[src/sv/poi_pkg.sv]
// poi_pkg: shared constants and types for the planar odometry integrator.
// No dependencies.
package poi_pkg;
	localparam int CordicStepsDefault   = 16;
	localparam int FractionBitsDefault  = 16;
	localparam int TableLen             = 24;
	localparam logic signed [31:0] CordicK  = 32'sd652032875;
	localparam logic [29:0] RadToBam        = 30'd683565276;
	localparam logic [17:0] LinearGainReset = 18'd65536;
	localparam logic [17:0] AngularGainReset = 18'd65536;
	localparam logic [15:0] RateDbReset     = 16'd655;
	localparam logic [15:0] SpeedDbReset    = 16'd66;

	typedef enum logic [1:0] {
		REG_LINEAR_GAIN  = 2'd0,
		REG_ANGULAR_GAIN = 2'd1,
		REG_RATE_DB      = 2'd2,
		REG_SPEED_DB     = 2'd3
	} reg_idx_t;

	localparam logic CMD_WHEEL = 1'b0;
	localparam logic CMD_GYRO  = 1'b1;

	typedef struct packed {
		logic              cmd;
		logic signed [31:0] linear_speed;
		logic signed [19:0] angular_rate;
		logic [19:0]        elapsed_time;
	} in_item_t;

	typedef struct packed {
		logic signed [47:0] position_x;
		logic signed [47:0] position_y;
		logic signed [15:0] heading;
		logic signed [31:0] speed_out;
		logic signed [19:0] rate_out;
	} out_item_t;

	// multiplier handshake between sequencer and serial multiplier
	typedef struct packed {
		logic start;
		logic busy;
	} mul_ctl_t;

	// atan(2^-i), full turn = 2^32
	function automatic logic signed [31:0] atan_entry(input logic [4:0] i);
		case (i)
			5'd0:  atan_entry = 32'sd536870912;
			5'd1:  atan_entry = 32'sd316933406;
			5'd2:  atan_entry = 32'sd167458907;
			5'd3:  atan_entry = 32'sd85004756;
			5'd4:  atan_entry = 32'sd42667331;
			5'd5:  atan_entry = 32'sd21354465;
			5'd6:  atan_entry = 32'sd10679838;
			5'd7:  atan_entry = 32'sd5340245;
			5'd8:  atan_entry = 32'sd2670163;
			5'd9:  atan_entry = 32'sd1335087;
			5'd10: atan_entry = 32'sd667544;
			5'd11: atan_entry = 32'sd333772;
			5'd12: atan_entry = 32'sd166886;
			5'd13: atan_entry = 32'sd83443;
			5'd14: atan_entry = 32'sd41722;
			5'd15: atan_entry = 32'sd20861;
			5'd16: atan_entry = 32'sd10430;
			5'd17: atan_entry = 32'sd5215;
			5'd18: atan_entry = 32'sd2608;
			5'd19: atan_entry = 32'sd1304;
			5'd20: atan_entry = 32'sd652;
			5'd21: atan_entry = 32'sd326;
			5'd22: atan_entry = 32'sd163;
			5'd23: atan_entry = 32'sd81;
			default: atan_entry = 32'sd0;
		endcase
	endfunction
endpackage

[src/sv/poi_if.sv]
// poi_if: valid/ready request channel carrying a packed payload.
// Depends on nothing; payload width is a parameter.
interface poi_if #(parameter int W = 1);
	logic         valid;
	logic         ready;
	logic [W-1:0] data;
	modport source (output valid, output data, input ready);
	modport sink   (input valid, input data, output ready);
endinterface

[src/sv/planar_odometry_integrator.sv]
// planar_odometry_integrator: dead-reckoning pose integrator (top level).
// Depends on poi_pkg, poi_if, poi_cordic and poi_mul.
//
// Usage: items arrive on in_ch (cmd, linear_speed, angular_rate,
// elapsed_time); results leave on out_ch. A wheel item (cmd 0) stores the
// speed and emits nothing; wheel items can follow back to back.
// A gyro item emits one pose.
// The first gyro item after reset zeroes the pose; it goes from ST_OUT
// into the output register once that register is free.
// Later gyro items run a CORDIC, then nine products on one shared radix-4
// serial multiplier; the pose then goes from ST_OUT into the output
// register, and the next request is taken once the block is back in ST_IDLE.
// The pose sits in an output register. While it waits the block still takes
// the next request; a gyro item then holds in its last step until the
// receiver takes the earlier pose, so a stalled receiver stalls the input.
// Reset clears the pose, stored speed, started flag and loads register
// defaults; no clearing pass is needed.
// Configuration: cfg_we, cfg_idx (0..3), cfg_data (18 bits).
module planar_odometry_integrator #(
	parameter int CORDIC_STEPS  = poi_pkg::CordicStepsDefault,
	parameter int FRACTION_BITS = poi_pkg::FractionBitsDefault
) (
	input  logic        clk,
	input  logic        arst_n,
	input  logic        cfg_we,
	input  logic [1:0]  cfg_idx,
	input  logic [17:0] cfg_data,
	poi_if.sink         in_ch,
	poi_if.source       out_ch
);
	localparam logic signed [47:0] PosMax = {1'b0, {47{1'b1}}};
	localparam logic signed [47:0] PosMin = {1'b1, 47'd0};

	typedef enum logic [3:0] {
		ST_IDLE, ST_CORDIC, ST_MUL, ST_WAIT, ST_OUT
	} state_t;

	state_t state_q;
	logic [17:0] lgain_q, again_q;
	logic [15:0] rdb_q, sdb_q;
	logic signed [31:0] speed_q;
	logic signed [47:0] px_q, py_q;
	logic signed [15:0] yaw_q;
	logic started_q;
	logic signed [19:0] rate_q;
	logic [19:0] dt_q;
	logic [3:0] op_q;
	logic signed [63:0] t_x_q, t_y_q, d_q;
	logic out_valid_q;
	logic out_load;
	poi_pkg::out_item_t out_q;
	poi_pkg::in_item_t  in_item;

	logic mstart;
	logic signed [63:0] ma, mb;
	logic signed [127:0] mp;
	poi_pkg::mul_ctl_t mctl;
	logic cstart, cbusy;
	logic signed [35:0] cval, sval;

	assign in_item = in_ch.data;

	poi_cordic #(.CORDIC_STEPS(CORDIC_STEPS), .FRACTION_BITS(FRACTION_BITS)) u_cordic (
		.clk(clk), .arst_n(arst_n), .start(cstart), .angle(yaw_q),
		.busy(cbusy), .cos_o(cval), .sin_o(sval));

	poi_mul u_mul (.clk(clk), .arst_n(arst_n), .start(mstart), .a(ma), .b(mb),
		.ctl(mctl), .p(mp));

	function automatic logic signed [63:0] rnd(input logic signed [127:0] v,
			input int s);
		logic signed [127:0] t;
		t = (v + (128'sd1 <<< (s - 1))) >>> s;
		return t[63:0];
	endfunction

	function automatic logic signed [47:0] sat(input logic signed [63:0] v);
		if (v > 64'(PosMax)) return PosMax;
		if (v < 64'(PosMin)) return PosMin;
		return v[47:0];
	endfunction

	// operand selection per product step
	always_comb begin
		ma = '0;
		mb = '0;
		case (op_q)
			4'd0: begin ma = 64'(speed_q); mb = 64'(cval); end
			4'd1: begin ma = 64'(speed_q); mb = 64'(sval); end
			4'd2: begin ma = t_x_q; mb = 64'(dt_q); end
			4'd3: begin ma = t_y_q; mb = 64'(dt_q); end
			4'd4: begin ma = t_x_q; mb = 64'(lgain_q); end
			4'd5: begin ma = t_y_q; mb = 64'(lgain_q); end
			4'd6: begin ma = 64'(rate_q); mb = 64'(dt_q); end
			4'd7: begin ma = d_q; mb = 64'(again_q); end
			4'd8: begin ma = d_q; mb = 64'(poi_pkg::RadToBam); end
			default: ;
		endcase
	end

	assign in_ch.ready  = (state_q == ST_IDLE);
	assign out_ch.valid = out_valid_q;
	assign out_ch.data  = out_q;
	assign mstart = (state_q == ST_MUL);
	assign cstart = (state_q == ST_IDLE) && in_ch.valid && in_ch.ready
		&& (in_item.cmd == poi_pkg::CMD_GYRO) && started_q;
	// output register free, or freed at this edge
	assign out_load = (state_q == ST_OUT) && (!out_valid_q || out_ch.ready);

	logic signed [19:0] rate_db;
	logic signed [31:0] speed_db;
	always_comb begin
		rate_db  = ((in_item.angular_rate < $signed({4'd0, rdb_q}))
			&& (in_item.angular_rate > -$signed({4'd0, rdb_q})))
			? '0 : in_item.angular_rate;
		speed_db = ((speed_q < $signed({16'd0, sdb_q}))
			&& (speed_q > -$signed({16'd0, sdb_q}))) ? '0 : speed_q;
	end

	always_ff @(posedge clk or negedge arst_n) begin
		if (!arst_n) begin
			state_q     <= ST_IDLE;
			lgain_q     <= poi_pkg::LinearGainReset;
			again_q     <= poi_pkg::AngularGainReset;
			rdb_q       <= poi_pkg::RateDbReset;
			sdb_q       <= poi_pkg::SpeedDbReset;
			speed_q     <= '0;
			px_q        <= '0;
			py_q        <= '0;
			yaw_q       <= '0;
			started_q   <= 1'b0;
			out_valid_q <= 1'b0;
			op_q        <= '0;
		end else begin
			if (cfg_we) begin
				case (poi_pkg::reg_idx_t'(cfg_idx))
					poi_pkg::REG_LINEAR_GAIN:  lgain_q <= cfg_data;
					poi_pkg::REG_ANGULAR_GAIN: again_q <= cfg_data;
					poi_pkg::REG_RATE_DB:      rdb_q   <= cfg_data[15:0];
					poi_pkg::REG_SPEED_DB:     sdb_q   <= cfg_data[15:0];
					default: ;
				endcase
			end
			if (out_load) out_valid_q <= 1'b1;
			else if (out_ch.valid && out_ch.ready) out_valid_q <= 1'b0;
			case (state_q)
				ST_IDLE: begin
					if (in_ch.valid && in_ch.ready) begin
						if (in_item.cmd == poi_pkg::CMD_WHEEL) begin
							speed_q <= in_item.linear_speed;
						end else if (!started_q) begin
							started_q <= 1'b1;
							speed_q <= '0; px_q <= '0; py_q <= '0; yaw_q <= '0;
							rate_q <= '0;
							state_q <= ST_OUT;
						end else begin
							rate_q  <= rate_db;
							speed_q <= speed_db;
							dt_q    <= in_item.elapsed_time;
							op_q    <= '0;
							state_q <= ST_CORDIC;
						end
					end
				end
				ST_CORDIC: if (!cbusy) state_q <= ST_MUL;
				ST_MUL: state_q <= ST_WAIT;
				ST_WAIT: begin
					if (!mctl.busy && !mctl.start) begin
						case (op_q)
							4'd0: t_x_q <= rnd(mp, FRACTION_BITS);
							4'd1: t_y_q <= rnd(mp, FRACTION_BITS);
							4'd2: t_x_q <= rnd(mp, 20);
							4'd3: t_y_q <= rnd(mp, 20);
							4'd4: px_q <= sat(64'(px_q) + rnd(mp, 16));
							4'd5: py_q <= sat(64'(py_q) + rnd(mp, 16));
							4'd6: d_q <= mp[63:0];
							4'd7: d_q <= rnd(mp, 36);
							4'd8: yaw_q <= yaw_q + 16'(rnd(mp, 32));
							default: ;
						endcase
						op_q <= op_q + 4'd1;
						state_q <= (op_q == 4'd8) ? ST_OUT : ST_MUL;
					end
				end
				ST_OUT: begin
					if (out_load) begin
						out_q <= '{position_x: px_q, position_y: py_q, heading: yaw_q,
							speed_out: speed_q, rate_out: rate_q};
						state_q <= ST_IDLE;
					end
				end
				default: state_q <= ST_IDLE;
			endcase
		end
	end

	a_no_accept_busy: assert property (@(posedge clk) disable iff (!arst_n)
		(state_q != ST_IDLE) |-> !in_ch.ready)
		else $error("item accepted while busy");
	a_out_after_calc: assert property (@(posedge clk) disable iff (!arst_n)
		(state_q == ST_OUT) |=> out_valid_q)
		else $error("result not presented");
	a_cordic_start: assert property (@(posedge clk) disable iff (!arst_n)
		cstart |=> (state_q == ST_CORDIC))
		else $error("cordic started outside gyro path");
endmodule

[src/sv/poi_mul.sv]
// poi_mul: radix-4 serial signed multiplier, 64x64 -> 128, two bits a cycle.
// Depends on poi_pkg.
module poi_mul (
	input  logic                clk,
	input  logic                arst_n,
	input  logic                start,
	input  logic signed [63:0]  a,
	input  logic signed [63:0]  b,
	output poi_pkg::mul_ctl_t   ctl,
	output logic signed [127:0] p
);
	logic [127:0] acc_q;
	logic [63:0]  mb_q;
	logic [127:0] mc_q;
	logic [5:0]   cnt_q;
	logic         busy_q;
	logic [127:0] addend;

	// unsigned multiply of magnitudes, sign fixed at the end
	always_comb begin
		addend = '0;
		if (mb_q[0]) addend = addend + mc_q;
		if (mb_q[1]) addend = addend + {mc_q[126:0], 1'b0};
	end

	logic neg_q;
	always_ff @(posedge clk or negedge arst_n) begin
		if (!arst_n) begin
			busy_q <= 1'b0;
			cnt_q  <= '0;
		end else if (start) begin
			busy_q <= 1'b1;
			cnt_q  <= 6'd31;
			acc_q  <= '0;
			mb_q   <= b[63] ? 64'(-b) : 64'(b);
			mc_q   <= {64'd0, (a[63] ? 64'(-a) : 64'(a))};
			neg_q  <= a[63] ^ b[63];
		end else if (busy_q) begin
			acc_q <= acc_q + addend;
			mb_q  <= {2'b00, mb_q[63:2]};
			mc_q  <= {mc_q[125:0], 2'b00};
			cnt_q <= cnt_q - 6'd1;
			if (cnt_q == 6'd0) busy_q <= 1'b0;
		end
	end

	assign ctl.start = start;
	assign ctl.busy  = busy_q;
	assign p = neg_q ? -$signed(acc_q) : $signed(acc_q);
endmodule

[src/sv/poi_cordic.sv]
// poi_cordic: iterative rotation CORDIC, one micro-rotation a cycle.
// Depends on poi_pkg.
module poi_cordic #(
	parameter int CORDIC_STEPS  = poi_pkg::CordicStepsDefault,
	parameter int FRACTION_BITS = poi_pkg::FractionBitsDefault
) (
	input  logic               clk,
	input  logic               arst_n,
	input  logic               start,
	input  logic signed [15:0] angle,
	output logic               busy,
	output logic signed [35:0] cos_o,
	output logic signed [35:0] sin_o
);
	localparam int Steps = (CORDIC_STEPS < poi_pkg::TableLen) ? CORDIC_STEPS
		: poi_pkg::TableLen;
	localparam int Sh = 30 - FRACTION_BITS;

	logic signed [35:0] x_q, y_q;
	logic signed [33:0] z_q;
	logic [4:0]         i_q;
	logic               busy_q, flip_q;
	logic signed [15:0] a_adj;
	logic               flip;
	logic signed [35:0] xs, ys, xr, yr;

	always_comb begin
		flip  = (angle > 16'sd16384) || (angle < -16'sd16384);
		a_adj = flip ? angle + 16'sh8000 : angle;
		xs = x_q >>> i_q;
		ys = y_q >>> i_q;
		xr = (x_q + (36'sd1 <<< (Sh - 1))) >>> Sh;
		yr = (y_q + (36'sd1 <<< (Sh - 1))) >>> Sh;
	end

	always_ff @(posedge clk or negedge arst_n) begin
		if (!arst_n) begin
			busy_q <= 1'b0;
			i_q    <= '0;
		end else if (start) begin
			busy_q <= 1'b1;
			i_q    <= '0;
			flip_q <= flip;
			x_q    <= 36'(poi_pkg::CordicK);
			y_q    <= '0;
			z_q    <= 34'(a_adj) <<< 16;
		end else if (busy_q) begin
			if (z_q >= 0) begin
				x_q <= x_q - ys;
				y_q <= y_q + xs;
				z_q <= z_q - 34'(poi_pkg::atan_entry(i_q));
			end else begin
				x_q <= x_q + ys;
				y_q <= y_q - xs;
				z_q <= z_q + 34'(poi_pkg::atan_entry(i_q));
			end
			i_q <= i_q + 5'd1;
			if (i_q == 5'(Steps - 1)) busy_q <= 1'b0;
		end
	end

	assign busy  = busy_q;
	assign cos_o = flip_q ? -xr : xr;
	assign sin_o = flip_q ? -yr : yr;
endmodule

[src/flat_wrapper.sv]
// flat-port wrapper written by rule: the top's interface ports become plain ports
module planar_odometry_integrator_flat 
#(
	parameter int CORDIC_STEPS  = poi_pkg::CordicStepsDefault,
	parameter int FRACTION_BITS = poi_pkg::FractionBitsDefault
)
  (clk, arst_n, cfg_we, cfg_idx, cfg_data, in_ch_valid, in_ch_data, in_ch_ready, out_ch_valid, out_ch_data, out_ch_ready);
  poi_if #(.W($bits(poi_pkg::in_item_t))) in_ch_i ();
  poi_if #(.W($bits(poi_pkg::out_item_t))) out_ch_i ();
  input  logic clk;
  input  logic arst_n;
  input  logic cfg_we;
  input  logic [1:0] cfg_idx;
  input  logic [17:0] cfg_data;
  input wire logic [$bits(in_ch_i.valid)-1:0] in_ch_valid;
  input wire logic [$bits(in_ch_i.data)-1:0] in_ch_data;
  output wire logic [$bits(in_ch_i.ready)-1:0] in_ch_ready;
  output wire logic [$bits(out_ch_i.valid)-1:0] out_ch_valid;
  output wire logic [$bits(out_ch_i.data)-1:0] out_ch_data;
  input wire logic [$bits(out_ch_i.ready)-1:0] out_ch_ready;
  assign in_ch_i.valid = in_ch_valid;
  assign in_ch_i.data = in_ch_data;
  assign in_ch_ready = in_ch_i.ready;
  assign out_ch_valid = out_ch_i.valid;
  assign out_ch_data = out_ch_i.data;
  assign out_ch_i.ready = out_ch_ready;
  planar_odometry_integrator #(.CORDIC_STEPS(CORDIC_STEPS), .FRACTION_BITS(FRACTION_BITS)) u_core (.clk(clk), .arst_n(arst_n), .cfg_we(cfg_we), .cfg_idx(cfg_idx), .cfg_data(cfg_data), .in_ch(in_ch_i), .out_ch(out_ch_i));
endmodule
[config.mk]
export PLATFORM = sky130hd
export DESIGN_NAME = planar_odometry_integrator_flat
export DESIGN_NICKNAME = d
export VERILOG_FILES = /design/src/sv/poi_pkg.sv /design/src/sv/poi_if.sv /design/src/sv/planar_odometry_integrator.sv /design/src/sv/poi_mul.sv /design/src/sv/poi_cordic.sv /design/src/flat_wrapper.sv
export SDC_FILE = /design/constraint.sdc
export NUM_CORES = 2
export LEC_CHECK = 0
export ABC_CLOCK_PERIOD_IN_PS = 14000
export BUFFER_PORTS_ARGS = -buffer_cell sky130_fd_sc_hd__buf_2
export CORE_MARGIN = 2
export CORE_UTILIZATION = 65
export DETAILED_ROUTE_END_ITERATION = 8
export PLACE_DENSITY = 0.87
export SLEW_MARGIN = 0
export SYNTH_ARGS = -nofsm -noshare
export SYNTH_HDL_FRONTEND = slang
export SYNTH_SLANG_ARGS = --single-unit
[constraint.sdc]
create_clock -name clk -period 14 [get_ports clk]
set_clock_uncertainty 0.15 [all_clocks]
set_input_delay 2.1 -clock clk [delete_from_list [all_inputs] [get_ports clk]]
set_output_delay 2.1 -clock clk [all_outputs]
set_load 0.02 [all_outputs]
==> impl_metrics.xml <==
<?xml version="1.0" encoding="UTF-8"?>
<metrics>
  <group name="synthesis">
    <metric name="synth_edf_count" unit="">768</metric>
    <metric name="avgSynthCellArea" unit="um2">8.99</metric>
    <metric name="synth_top_area_cell" unit="">edfxtp_1</metric>
    <metric name="synthTopCellsByCount" unit="">nand2_1, nor2_1, edfxtp_1</metric>
    <metric name="synthMostInstantiatedCell" unit="">nand2_1</metric>
    <metric name="netlist_area" unit="um2">87700</metric>
    <metric name="dominantRegCellSynth" unit="">edfxtp_1</metric>
    <metric name="yosysSeqAreaShare" unit="%">33.0</metric>
    <metric name="synth_warnings" unit="">0</metric>
    <metric name="postSynthRegisterBits" unit="">1002</metric>
    <metric name="yosys-top-cells-area" unit="">edfxtp_1, ha_1, dfrtp_1</metric>
    <metric name="synthDistinctLibCells" unit="">106</metric>
    <metric name="synth-async-reset-ratio" unit="%">23.4</metric>
    <metric name="cells_after_synthesis" unit="">9757</metric>
    <metric name="synth_top_area_share" unit="%">26.3</metric>
  </group>
  <group name="worst_setup_path">
    <metric name="crit_path_max_incr_delay" unit="ps">990</metric>
    <metric name="timing.setup.critical_path_class" unit="">flop to flop</metric>
    <metric name="cpMaxStageDelayCell" unit="">nor4_1</metric>
    <metric name="critical_path.n_buffers_inverters" unit="">2</metric>
    <metric name="cp-start-kind" unit="">flop</metric>
    <metric name="critical-path-top-delay-family" unit="">simple AND/OR/NAND/NOR gates</metric>
    <metric name="critPathCaptureType" unit="">flop</metric>
    <metric name="worst-r2r-setup-slack" unit="ps">2740</metric>
    <metric name="worstPathMaxFanout" unit="">47</metric>
    <metric name="cp_common_cell" unit="">nor4_1</metric>
    <metric name="cp.required" unit="ps">14490</metric>
    <metric name="arr_time_crit_path" unit="ps">11740</metric>
  </group>
  <group name="final_layout">
    <metric name="post_route_cells_drive_above_1_share" unit="%">10.5</metric>
    <metric name="finish.net_count" unit="">10400</metric>
    <metric name="fillerInstances" unit="">9848</metric>
    <metric name="area_growth" unit="%">7.29</metric>
  </group>
  <group name="timing">
    <metric name="timing.final.setup_violations" unit="">0</metric>
    <metric name="min_period_over_period" unit="%">80.4</metric>
    <metric name="worst_slew_pin_slew" unit="ps">1370</metric>
    <metric name="timing.max_slew.rel_slack" unit="%">7.82</metric>
    <metric name="report.final.hold_viol_count" unit="">0</metric>
    <metric name="grt_setup_unrepaired" unit="">false</metric>
    <metric name="setup_total_negative_slack" unit="ps">0</metric>
    <metric name="finalMaxSlewViolations" unit="">0</metric>
    <metric name="period_minus_slack" unit="ps">11260</metric>
    <metric name="fmax" unit="MHz">88.8</metric>
  </group>
  <group name="drt">
    <metric name="drtAntennaViolNets" unit="">0</metric>
    <metric name="drt-wirelength-per-cell" unit="um">29.7</metric>
    <metric name="residual_drc_count" unit="">32</metric>
    <metric name="initialDrtViolationCount" unit="">14000</metric>
    <metric name="routed-via-count" unit="">84700</metric>
    <metric name="total_routed_length" unit="um">345000</metric>
    <metric name="drtPass1Iterations" unit="">9</metric>
    <metric name="drt-vias-per-instance" unit="">7.30</metric>
  </group>
  <group name="floorplanning">
    <metric name="number_of_rows_in_the_core_area" unit="">134</metric>
    <metric name="overall_die_area" unit="um2">138000</metric>
    <metric name="initial_utilization" unit="%">65.6</metric>
    <metric name="ios" unit="">264</metric>
    <metric name="die_h" unit="um">371</metric>
    <metric name="placeableCoreArea" unit="um2">134000</metric>
    <metric name="die-width" unit="um">371</metric>
  </group>
  <group name="cts">
    <metric name="tritoncts" unit="">yes</metric>
    <metric name="clk_pin_slew" unit="ps">70</metric>
    <metric name="clock_sink_count" unit="">1002</metric>
    <metric name="number_of_cts_inserted_buffers" unit="">109</metric>
    <metric name="cts_hold_buffers" unit="">0</metric>
    <metric name="clock-root-buffer" unit="">clkbuf_16</metric>
    <metric name="clock_path_buffers" unit="">3</metric>
    <metric name="post_cts_resized" unit="">0</metric>
    <metric name="cts.repair_timing.setup_buffer_count" unit="">0</metric>
    <metric name="clock_insertion_delay_worst_skew" unit="ps">810</metric>
    <metric name="cts.htree.levels" unit="">3</metric>
  </group>
  <group name="grt">
    <metric name="grt_first_pass_wirelength" unit="um">504000</metric>
    <metric name="number_of_antenna_violations_at_the_first_check_in_global_routing" unit="">31</metric>
    <metric name="grt_use_total" unit="%">48.4</metric>
    <metric name="grt_overflow" unit="">0</metric>
    <metric name="grt_start_max_net_pins" unit="">126</metric>
    <metric name="first_global_vias" unit="">78600</metric>
  </group>
  <group name="run">
    <metric name="timing.max_cap.violations" unit="">0</metric>
  </group>
  <group name="placement">
    <metric name="portBuffers" unit="">263</metric>
    <metric name="hpwlAfterDp" unit="um">259000</metric>
    <metric name="place_congestion" unit="">1.08</metric>
  </group>
  <group name="hold_path">
    <metric name="min_path_type" unit="">flop to flop</metric>
  </group>
  <group name="outcome">
    <metric name="failed_checks" unit="">design-rule violations</metric>
    <metric name="result_of_the_run" unit="">finished, violations left</metric>
  </group>
</metrics>
-- placed cells by master, fill, tap and decap left out, types with 187 or more instances in the layout --
master	n
nand2_1	871
edfxtp_1	768
nor2_1	766
a21oi_1	711
o21ai_0	689
xnor2_1	613
ha_1	557
xor2_1	361
inv_1	286
a21o_1	272
buf_2	262
nand3_1	261
mux2i_1	242
dfrtp_1	218
and2_1	203
nor3_1	191
mux2_2	187
-- per-layer routing --
metal,GRT usage (%),wire length [um],up-vias
met5,0.385,181,-
met4,30.4,27500,20
met3,15.1,48800,1363
met2,70.5,143000,6808
met1,62.6,125000,40400
li1,-,-,36100
-- per-stage QoR --
stage                     worst slack, ps  instance area (um2)  util (%)  hold WS (ps)  cells
after global routing                 2120                94100      70.3           338  11600
after global placement               3460                90300      67.5           319  11400
after CTS                            3190                94100      70.3           308  11600
final                                2740                94100      70.4           300  11600
after detailed placement             3210                90300      67.5           323  11400
after floorplan                      4010                87700         -           277   9758
-- flip-flops by register name (all words and copies together) (netlist names), 32 cells and up --
register             cells
u_core.u_cordic.x_q     36
u_core.d_q              64
u_core.u_mul.mc_q      100
u_core.u_mul.mb_q       64
u_core.t_x_q            64
u_core.out_ch.data     164
u_core.u_cordic.z_q     34
u_core.speed_q          32
u_core.py_q             48
u_core.u_cordic.y_q     36
u_core.u_mul.acc_q     100
u_core.t_y_q            64
u_core.px_q             48
-- cell families after synthesis --
family | synth area share, %
simple gates | 17.4
compound gates | 20.0
flops | 33.0
xor+xnor | 9.80
buf+inv | 3.77
fa+ha+maj | 8.13
mux | 7.91
other cells | 0.00427
-- area by class of cell --
class	instances	area (um2)	area share, %
multi-input cells	7906	55600	59.1
flip-flops and latches	1002	28900	30.8
clock buffers	141	2980	3.16
repair buffers	397	2340	2.49
well taps	1768	2210	2.35
inverters	295	1110	1.18
clock inverters	66	863	0.917
diodes	15	37.5	0.0399
-- worst paths after layout --
path,start,endpoint,cells after the start
setup / recovery,u_core.u_mul.acc_q[17],u_core.py_q[5],26
hold / removal,u_core.py_q[5],u_core.out_ch.data[73],0
setup reg to reg,u_core.u_mul.acc_q[17],u_core.py_q[5],26
hold reg to reg,u_core.py_q[5],u_core.out_ch.data[73],0
max in group asynchronous,arst_n,u_core.px_q[13],3
min in group asynchronous,arst_n,u_core.speed_q[4],1
Power is left out: the tool's default activity adds up to more than one toggle a clock period on the data nets, which glitch-free logic cannot reach.
